### src/sv/tmcfe_pkg.sv
package tmcfe_pkg;

	// item operation codes
	typedef enum logic [2:0] {
		OP_BYTE      = 3'd0,
		OP_OVERRUN   = 3'd1,
		OP_FRAME_ERR = 3'd2,
		OP_BUTTONS   = 3'd3,
		OP_TICK      = 3'd4
	} op_t;

	// operating modes
	typedef enum logic [1:0] {
		MODE_CYCLE = 2'd0,
		MODE_HAND  = 2'd1,
		MODE_FLASH = 2'd2
	} mode_t;

	// road request codes
	localparam logic [1:0] ROAD_NONE = 2'd0;
	localparam logic [1:0] ROAD_ONE  = 2'd1;
	localparam logic [1:0] ROAD_TWO  = 2'd2;

	// character codes
	localparam logic [7:0] PRINTABLE_LOW = 8'd32;
	localparam logic [7:0] CH_NEWLINE    = 8'd10;
	localparam logic [7:0] CH_M          = 8'h4D;
	localparam logic [7:0] CH_A          = 8'h41;
	localparam logic [7:0] CH_N          = 8'h4E;
	localparam logic [7:0] CH_F          = 8'h46;
	localparam logic [7:0] CH_R          = 8'h52;
	localparam logic [7:0] CH_1          = 8'h31;
	localparam logic [7:0] CH_2          = 8'h32;

	// button level bit positions, low means pressed
	localparam int BTN_MODE  = 0;
	localparam int BTN_ROAD1 = 1;
	localparam int BTN_ROAD2 = 2;

	// step auto -> manual -> flashing -> auto
	function automatic logic [1:0] step_mode(input logic [1:0] m);
		logic [1:0] r;
		unique case (m)
			MODE_CYCLE: r = MODE_HAND;
			MODE_HAND:  r = MODE_FLASH;
			MODE_FLASH: r = MODE_CYCLE;
			default:    r = MODE_HAND;
		endcase
		return r;
	endfunction

endpackage

### src/sv/traffic_mode_command_front_end.sv
// A result passes the input register, then the result register; the state update lands
// together with the result. One item per cycle, set by the single-pass update between
// the two registers, unless out_stall holds a valid result in the result register.
// Reset (arst_n low, asynchronous): both stages empty, empty line, auto mode,
// seconds and half-second phase zero, buttons released and both road buttons armed.
module traffic_mode_command_front_end #(
	parameter int LINE_BYTES       = 8,
	parameter int TICKS_PER_SECOND = 2,
	parameter int COUNT_BITS       = 8
) (
	input  logic       clk,
	input  logic       arst_n,
	input  logic       in_valid,
	output logic       in_stall,
	input  logic [2:0] operation,
	input  logic [7:0] rx_byte,
	input  logic [2:0] button_levels,
	output logic       out_valid,
	input  logic       out_stall,
	output logic [1:0] current_mode,
	output logic       restart,
	output logic [1:0] road_request,
	output logic       clear_other_road,
	output logic [7:0] seconds_count,
	output logic       report_due
);

	localparam int LINE_CAP = LINE_BYTES - 1;
	localparam int LEN_BITS = $clog2(LINE_BYTES);
	localparam int HT_BITS  = (TICKS_PER_SECOND > 1) ? $clog2(TICKS_PER_SECOND) : 1;

	// input stage
	logic       valid_s1;
	logic [2:0] op_s1;
	logic [7:0] rx_s1;
	logic [2:0] lv_s1;

	// result stage
	logic       valid_s2;
	logic [1:0] mode_s2;
	logic       restart_s2;
	logic [1:0] road_s2;
	logic       clear_s2;
	logic [7:0] secs_s2;
	logic       report_s2;

	// block state
	logic [LEN_BITS-1:0]   line_len_q;
	logic [7:0]            line_c0_q;
	logic [7:0]            line_c1_q;
	logic [1:0]            mode_q;
	logic [HT_BITS-1:0]    half_q;
	logic [COUNT_BITS-1:0] seconds_q;
	logic [2:0]            last_lv_q;
	logic [1:0]            armed_q;

	// next state and result
	logic [LEN_BITS-1:0]   line_len_d;
	logic [7:0]            line_c0_d;
	logic [7:0]            line_c1_d;
	logic [1:0]            mode_d;
	logic [HT_BITS-1:0]    half_d;
	logic [COUNT_BITS-1:0] seconds_d;
	logic [2:0]            last_lv_d;
	logic [1:0]            armed_d;
	logic                  restart_d;
	logic [1:0]            road_d;
	logic                  clear_d;
	logic                  report_d;

	logic                  advance;
	logic                  do_step;
	logic [LEN_BITS-1:0]   len_eff;
	logic                  fire1;
	logic                  fire2;

	// handshake: stage 1 moves on when the result register is free or drained
	assign advance  = !valid_s2 || !out_stall;
	assign in_stall = valid_s1 && !advance;
	assign do_step  = valid_s1 && advance;

	always_ff @(posedge clk or negedge arst_n) begin
		if (!arst_n) begin
			valid_s1 <= 1'b0;
		end else if (!in_stall) begin
			valid_s1 <= in_valid;
		end
	end

	always_ff @(posedge clk) begin
		if (in_valid && !in_stall) begin
			op_s1 <= operation;
			rx_s1 <= rx_byte;
			lv_s1 <= button_levels;
		end
	end

	// single-pass item handling
	always_comb begin
		line_len_d = line_len_q;
		line_c0_d  = line_c0_q;
		line_c1_d  = line_c1_q;
		mode_d     = mode_q;
		half_d     = half_q;
		seconds_d  = seconds_q;
		last_lv_d  = last_lv_q;
		armed_d    = armed_q;
		restart_d  = 1'b0;
		road_d     = tmcfe_pkg::ROAD_NONE;
		clear_d    = 1'b0;
		report_d   = 1'b0;
		fire1      = 1'b0;
		fire2      = 1'b0;
		len_eff    = (op_s1 == tmcfe_pkg::OP_OVERRUN) ? '0 : line_len_q;

		unique case (tmcfe_pkg::op_t'(op_s1))
			tmcfe_pkg::OP_BYTE, tmcfe_pkg::OP_OVERRUN: begin
				if (rx_s1 == tmcfe_pkg::CH_NEWLINE) begin
					// finished line: always report, then match commands
					report_d   = 1'b1;
					line_len_d = '0;
					if (len_eff == LEN_BITS'(1)) begin
						unique case (line_c0_q)
							tmcfe_pkg::CH_M: begin
								mode_d    = tmcfe_pkg::step_mode(mode_q);
								restart_d = 1'b1;
								seconds_d = '0;
							end
							tmcfe_pkg::CH_A: begin
								mode_d    = tmcfe_pkg::MODE_CYCLE;
								restart_d = 1'b1;
								seconds_d = '0;
							end
							tmcfe_pkg::CH_N: begin
								mode_d    = tmcfe_pkg::MODE_HAND;
								restart_d = 1'b1;
								seconds_d = '0;
							end
							tmcfe_pkg::CH_F: begin
								mode_d    = tmcfe_pkg::MODE_FLASH;
								restart_d = 1'b1;
								seconds_d = '0;
							end
							default: begin
							end
						endcase
					end else if (len_eff == LEN_BITS'(2) && line_c0_q == tmcfe_pkg::CH_R
						&& mode_q == tmcfe_pkg::MODE_HAND) begin
						if (line_c1_q == tmcfe_pkg::CH_1) begin
							road_d = tmcfe_pkg::ROAD_ONE;
						end else if (line_c1_q == tmcfe_pkg::CH_2) begin
							road_d = tmcfe_pkg::ROAD_TWO;
						end
					end
				end else if (rx_s1 < tmcfe_pkg::PRINTABLE_LOW) begin
					// control byte restarts the line
					line_len_d = '0;
				end else if (len_eff < LEN_BITS'(LINE_CAP)) begin
					// only the first two characters are ever matched
					if (len_eff == '0) begin
						line_c0_d = rx_s1;
					end
					if (len_eff == LEN_BITS'(1)) begin
						line_c1_d = rx_s1;
					end
					line_len_d = LEN_BITS'(len_eff + 1'b1);
				end else begin
					// overflow drops the byte and restarts the line
					line_len_d = '0;
				end
			end
			tmcfe_pkg::OP_FRAME_ERR: begin
				line_len_d = '0;
			end
			tmcfe_pkg::OP_BUTTONS: begin
				// mode button falling edge steps the mode
				if (last_lv_q[tmcfe_pkg::BTN_MODE] && !lv_s1[tmcfe_pkg::BTN_MODE]) begin
					mode_d    = tmcfe_pkg::step_mode(mode_q);
					restart_d = 1'b1;
					seconds_d = '0;
					report_d  = 1'b1;
				end
				// road buttons: falling edge fires and disarms, rising edge re-arms
				if (last_lv_q[tmcfe_pkg::BTN_ROAD1] && !lv_s1[tmcfe_pkg::BTN_ROAD1]) begin
					fire1      = armed_q[0];
					armed_d[0] = 1'b0;
				end else if (!last_lv_q[tmcfe_pkg::BTN_ROAD1] && lv_s1[tmcfe_pkg::BTN_ROAD1]) begin
					armed_d[0] = 1'b1;
				end
				if (last_lv_q[tmcfe_pkg::BTN_ROAD2] && !lv_s1[tmcfe_pkg::BTN_ROAD2]) begin
					fire2      = armed_q[1];
					armed_d[1] = 1'b0;
				end else if (!last_lv_q[tmcfe_pkg::BTN_ROAD2] && lv_s1[tmcfe_pkg::BTN_ROAD2]) begin
					armed_d[1] = 1'b1;
				end
				last_lv_d = lv_s1;
				// requests use the mode after any mode step, road two wins
				if ((fire1 || fire2) && mode_d == tmcfe_pkg::MODE_HAND) begin
					road_d    = fire2 ? tmcfe_pkg::ROAD_TWO : tmcfe_pkg::ROAD_ONE;
					clear_d   = 1'b1;
					restart_d = 1'b1;
					seconds_d = '0;
					report_d  = 1'b1;
				end
			end
			tmcfe_pkg::OP_TICK: begin
				report_d = 1'b1;
				if (half_q == HT_BITS'(TICKS_PER_SECOND - 1)) begin
					half_d    = '0;
					seconds_d = seconds_q + 1'b1;
				end else begin
					half_d = half_q + 1'b1;
				end
			end
			default: begin
			end
		endcase
	end

	// state update on each transfer out of stage 1
	always_ff @(posedge clk or negedge arst_n) begin
		if (!arst_n) begin
			line_len_q <= '0;
			mode_q     <= tmcfe_pkg::MODE_CYCLE;
			half_q     <= '0;
			seconds_q  <= '0;
			last_lv_q  <= '1;
			armed_q    <= '1;
		end else if (do_step) begin
			line_len_q <= line_len_d;
			mode_q     <= mode_d;
			half_q     <= half_d;
			seconds_q  <= seconds_d;
			last_lv_q  <= last_lv_d;
			armed_q    <= armed_d;
		end
	end

	always_ff @(posedge clk) begin
		if (do_step) begin
			line_c0_q <= line_c0_d;
			line_c1_q <= line_c1_d;
		end
	end

	// result register
	always_ff @(posedge clk or negedge arst_n) begin
		if (!arst_n) begin
			valid_s2 <= 1'b0;
		end else if (advance) begin
			valid_s2 <= valid_s1;
		end
	end

	always_ff @(posedge clk) begin
		if (do_step) begin
			mode_s2    <= mode_d;
			restart_s2 <= restart_d;
			road_s2    <= road_d;
			clear_s2   <= clear_d;
			secs_s2    <= 8'(seconds_d);
			report_s2  <= report_d;
		end
	end

	assign out_valid        = valid_s2;
	assign current_mode     = mode_s2;
	assign restart          = restart_s2;
	assign road_request     = road_s2;
	assign clear_other_road = clear_s2;
	assign seconds_count    = secs_s2;
	assign report_due       = report_s2;

	// checks
	a_restart_clears: assert property (@(posedge clk) disable iff (!arst_n)
		valid_s2 && restart_s2 |-> secs_s2 == 8'd0 && report_s2)
		else $error("restart without cleared seconds or report");

	a_clear_has_road: assert property (@(posedge clk) disable iff (!arst_n)
		valid_s2 && clear_s2 |-> road_s2 != tmcfe_pkg::ROAD_NONE)
		else $error("clear_other_road without a road request");

	a_road_manual: assert property (@(posedge clk) disable iff (!arst_n)
		valid_s2 && road_s2 != tmcfe_pkg::ROAD_NONE |-> mode_s2 == tmcfe_pkg::MODE_HAND)
		else $error("road request outside manual mode");

	a_stall_full: assert property (@(posedge clk) disable iff (!arst_n)
		in_stall |-> valid_s1 && valid_s2 && out_stall)
		else $error("input stalled while the pipeline can move");

	a_state_hold: assert property (@(posedge clk) disable iff (!arst_n)
		!do_step |=> $stable(mode_q) && $stable(seconds_q) && $stable(line_len_q))
		else $error("state changed without an item");

endmodule

### config.mk
export PLATFORM = sky130hd
export DESIGN_NAME = traffic_mode_command_front_end
export DESIGN_NICKNAME = d
export VERILOG_FILES = /design/src/sv/tmcfe_pkg.sv /design/src/sv/traffic_mode_command_front_end.sv
export SDC_FILE = /design/constraint.sdc
export NUM_CORES = 1
export LEC_CHECK = 0
export BUFFER_PORTS_ARGS = -buffer_cell sky130_fd_sc_hd__buf_2
export CAP_MARGIN = 15
export CORE_ASPECT_RATIO = 1.1
export CORE_MARGIN = 10
export CORE_UTILIZATION = 50
export CTS_CLUSTER_SIZE = 28
export DETAILED_ROUTE_END_ITERATION = 8
export GPL_ROUTABILITY_DRIVEN = 0
export PLACE_DENSITY_LB_ADDON = 0.2
export SLEW_MARGIN = 20
export SYNTH_ARGS = -nofsm -noshare
export SYNTH_HDL_FRONTEND = slang
export SYNTH_SLANG_ARGS = --single-unit
### constraint.sdc
create_clock -name clk -period 2.3 [get_ports clk]
set_input_delay 0.23 -clock clk [delete_from_list [all_inputs] [get_ports clk]]
set_output_delay 0.23 -clock clk [all_outputs]
set_load 0.05 [all_outputs]
==> results.json <==
{
  "postRouteAntennaNets": 0,
  "synthTopCellsByCount": "edfxtp_1 (45), nand2_1 (23), nor2_1 (19), dfrtp_1 (16)",
  "r2r_start": "op_s1[1]",
  "synth_most_common_cell": "edfxtp_1",
  "slew_viol_final": 0,
  "drt-initial-drc-count": 121,
  "clk_latency_ps": 340,
  "grt_pass1_wl_mm": 10.74,
  "reg2reg_slack_ps": 90,
  "htree_levels": 3,
  "drive_above_1_share_pct": 31.85,
  "cts_tree": "done",
  "initial_core_util_pct": 52.19,
  "setup-violations-final": 0,
  "endpoint_kind": "register",
  "pwr-share-seq_pct": 49.6,
  "async_flop_share_pct": 31.82,
  "portBuffers": 34,
  "cts_buffer_depth": 2,
  "drcViolationCount": 0,
  "cts_buffers": 9,
  "path_cells": "buf_4 -> nor4b_4 -> nand4b_4 -> a2111oi_4 -> buf_6 -> nor2_2 -> a221o_1",
  "ys_seq_area_share_pct": 61.38,
  "finalHoldViolations": 0,
  "die_w_um": 94.69,
  "p_per_area_nw_per_um2": 885.7,
  "yosysTopAreaCellShare_pct": 44.05,
  "antenna_found_initial": 0,
  "crit_arrival_ps": 2300,
  "final_nets": 336,
  "die_h_um": 102.2,
  "min_period_ps": 2215,
  "fin_tns_setup_ps": 0,
  "die_area_um2": 9673,
  "syn_to_final_growth_pct": 21.62,
  "clk_pin_slew_ps": 70,
  "r2r_cells": 7,
  "fmax_mhz": 451.6,
  "hpwlAfterDp_mm": 4.576,
  "ys_types": 56,
  "crit_required_ps": 2390,
  "cp_slowest_stage_delay_ps": 420,
  "min_path_cells": 1,
  "max_slew.worst_pin.slew_ps": 635.6,
  "first_global_vias": 2273,
  "cts_sinks": 66,
  "synth.ff_latch_count": 66,
  "timing.final.crit_share_pct": 96.28,
  "max-slew-margin-rel_pct": 57.62,
  "synth_top_cell_by_area": "edfxtp_1",
  "min_from": "button_levels[1]",
  "grt_max_degree": 22,
  "firstDrtPassIters": 4,
  "post_drt_wl_per_cell_um": 16.17,
  "swShare_pct": 30.75,
  "fin_skew_ps": 8.971,
  "yosysWarnings": 0,
  "finalPower_mw": 3.305,
  "path_max_fanout": 7,
  "p_leak_nw": 1.550,
  "post_synth.cell_area_avg_um2": 12.47,
  "postSynthCellCount": 246,
  "synth_area_um2": 3068,
  "wl_mm": 6.323,
  "avgViaCountPerCell": 5.558,
  "fin_ws_ps": 85.47,
  "design.core.area_um2": 5878,
  "synth_edf_count": 45,
  "grt-ovfl-total": 0,
  "pre_cts_slack_ps": -52.08,
  "utilization_pct": 63.47,
  "fill_cells": 484,
  "ir_worst_vdd_uv": 688.5,
  "grt_use_total_pct": 14.10,
  "synth_area_leaders": "edfxtp_1 (44%), dfrtp_1 (13%), dfstp_2 (4.3%)",
  "criticalPathCategory": "register to register",
  "n_antenna_cell": 0,
  "vias": 2173,
  "root_buffer": "clkbuf_8",
  "combPwrFrac_pct": 21.8,
  "min_path_type": "primary input to register",
  "holdPathEnd": "lv_s1[1]",
  "synth-main-ff-cell": "edfxtp_1",
  "io_pins": 35,
  "internal-power_mw": 2.288,
  "worst_r2r_endpoint": "seconds_count[7]",
  "status": "complete, no violations",
  "cap_viol_max_count": 0,
  "start_kind": "register",
  "p_clk_share_pct": 28.6,
  "p_switching_mw": 1.016,
  "num_rows": 29,
  "synth.net_count": 273,
  "crit_slowest_cell": "edfxtp_1"
}
cell type report:
class	count	area [um^2]	share of cell area (%)
inverters	11	41.29	1.107
multi-input cells	161	1145	30.68
well taps	77	96.34	2.582
clock inverters	6	56.30	1.509
clock buffers	10	137.6	3.689
flip-flops and latches	66	1883	50.47
repair buffers	60	371.6	9.960
metal layers:
layer,up-vias,global-route usage (%),wire length [um]
met5,-,0,0
met4,0,5.991,117
met3,11,3.812,306
met2,64,24.26,3173
met1,1035,16.14,2726
li1,1063,-,-
sequential cells by signal (all words and copies together), names as in the netlist, 3 cells and up:
name           cells
last_lv_q          3
line_c0_q          8
line_c1_q          8
line_len_q         3
lv_s1              3
op_s1              3
rx_s1              8
seconds_count      8
seconds_q          8
layout by cell type, fill, tap and decap left out, drive strengths merged, types with 2 or more instances in the layout:
master	n
mux2	2
mux2i	3
or3	2
nand2	23
a21o	3
a221o	3
o22ai	2
nand4	4
buf	59
ha	9
a41oi	2
nor2b	6
a2111oi	2
a22o	3
clkinv	5
nand2b	2
nor3b	2
o21ai	11
inv	10
xnor2	2
nand3	2
nor2	20
a211o	3
and2	2
nor3	11
dfstp	5
dfrtp	16
o31ai	2
clkbuf	10
a31oi	3
o2bb2ai	9
a32o	2
edfxtp	45
a21oi	6
nor4b	2
and3	8
power groups by stage:
stage          logic [mW]  registers, mW  clock network (mW)
4_1_cts             0.711           1.63               0.971
3_5_place_dp        0.704           1.65                   0
6_report            0.720           1.64               0.944
3_3_place_gp        0.682           1.65                   0
2_1_floorplan       0.430           1.70                   0
5_1_grt             0.799           1.66                1.02
per-stage QoR:
step,instance area [um^2],instances,hold slack (ps)
6_report,3731,391,63.84
5_1_grt,3731,391,44.31
4_1_cts,3681,389,49.58
3_5_place_dp,3457,370,227.0
3_3_place_gp,3457,370,224.4
2_1_floorplan,3072,246,-65.59
cells by family (layout without fill, tap and decap cells):
kind of cell	Yosys count	count (layout)	synth area share [%]
flops	66	66	61.38
mux	5	5	1.713
fa+ha+maj	9	9	3.671
compound gates	57	57	14.72
buf+inv	19	87	2.610
simple gates	88	88	15.33
xor+xnor	2	2	0.5711
worst max path at each step:
stage	start	endpoint	slack [ps]	depth (start not counted)
after floorplan	out_valid	last_lv_q[0]	10	5
after global placement	op_s1[1]	road_request[0]	-10	10
after detailed placement	op_s1[1]	road_request[0]	-50	10
after CTS	op_s1[2]	current_mode[1]	10	9
after global routing	op_s1[0]	seconds_q[7]	-20	10
final	op_s1[1]	seconds_count[7]	90	7
repair_timing:
action,4_1_cts,5_1_grt
setup endpoints to repair,3,17
hold buffers,1,0
pin swaps,1,5
gates resized for setup,1,8
hold endpoints to repair,16,0
cloned,0,0
setup buffers,2,2
worst max-delay path: cells and delay by family (launching register included):
kind | cells | cell delay [ps]
and+or+nand+nor | 3 | 500
DFF | 1 | 420
buffers and inverters | 2 | 350
AOI/OAI and AO/OA | 2 | 720
No activity file was read; power rests on OpenSTA's default activity.
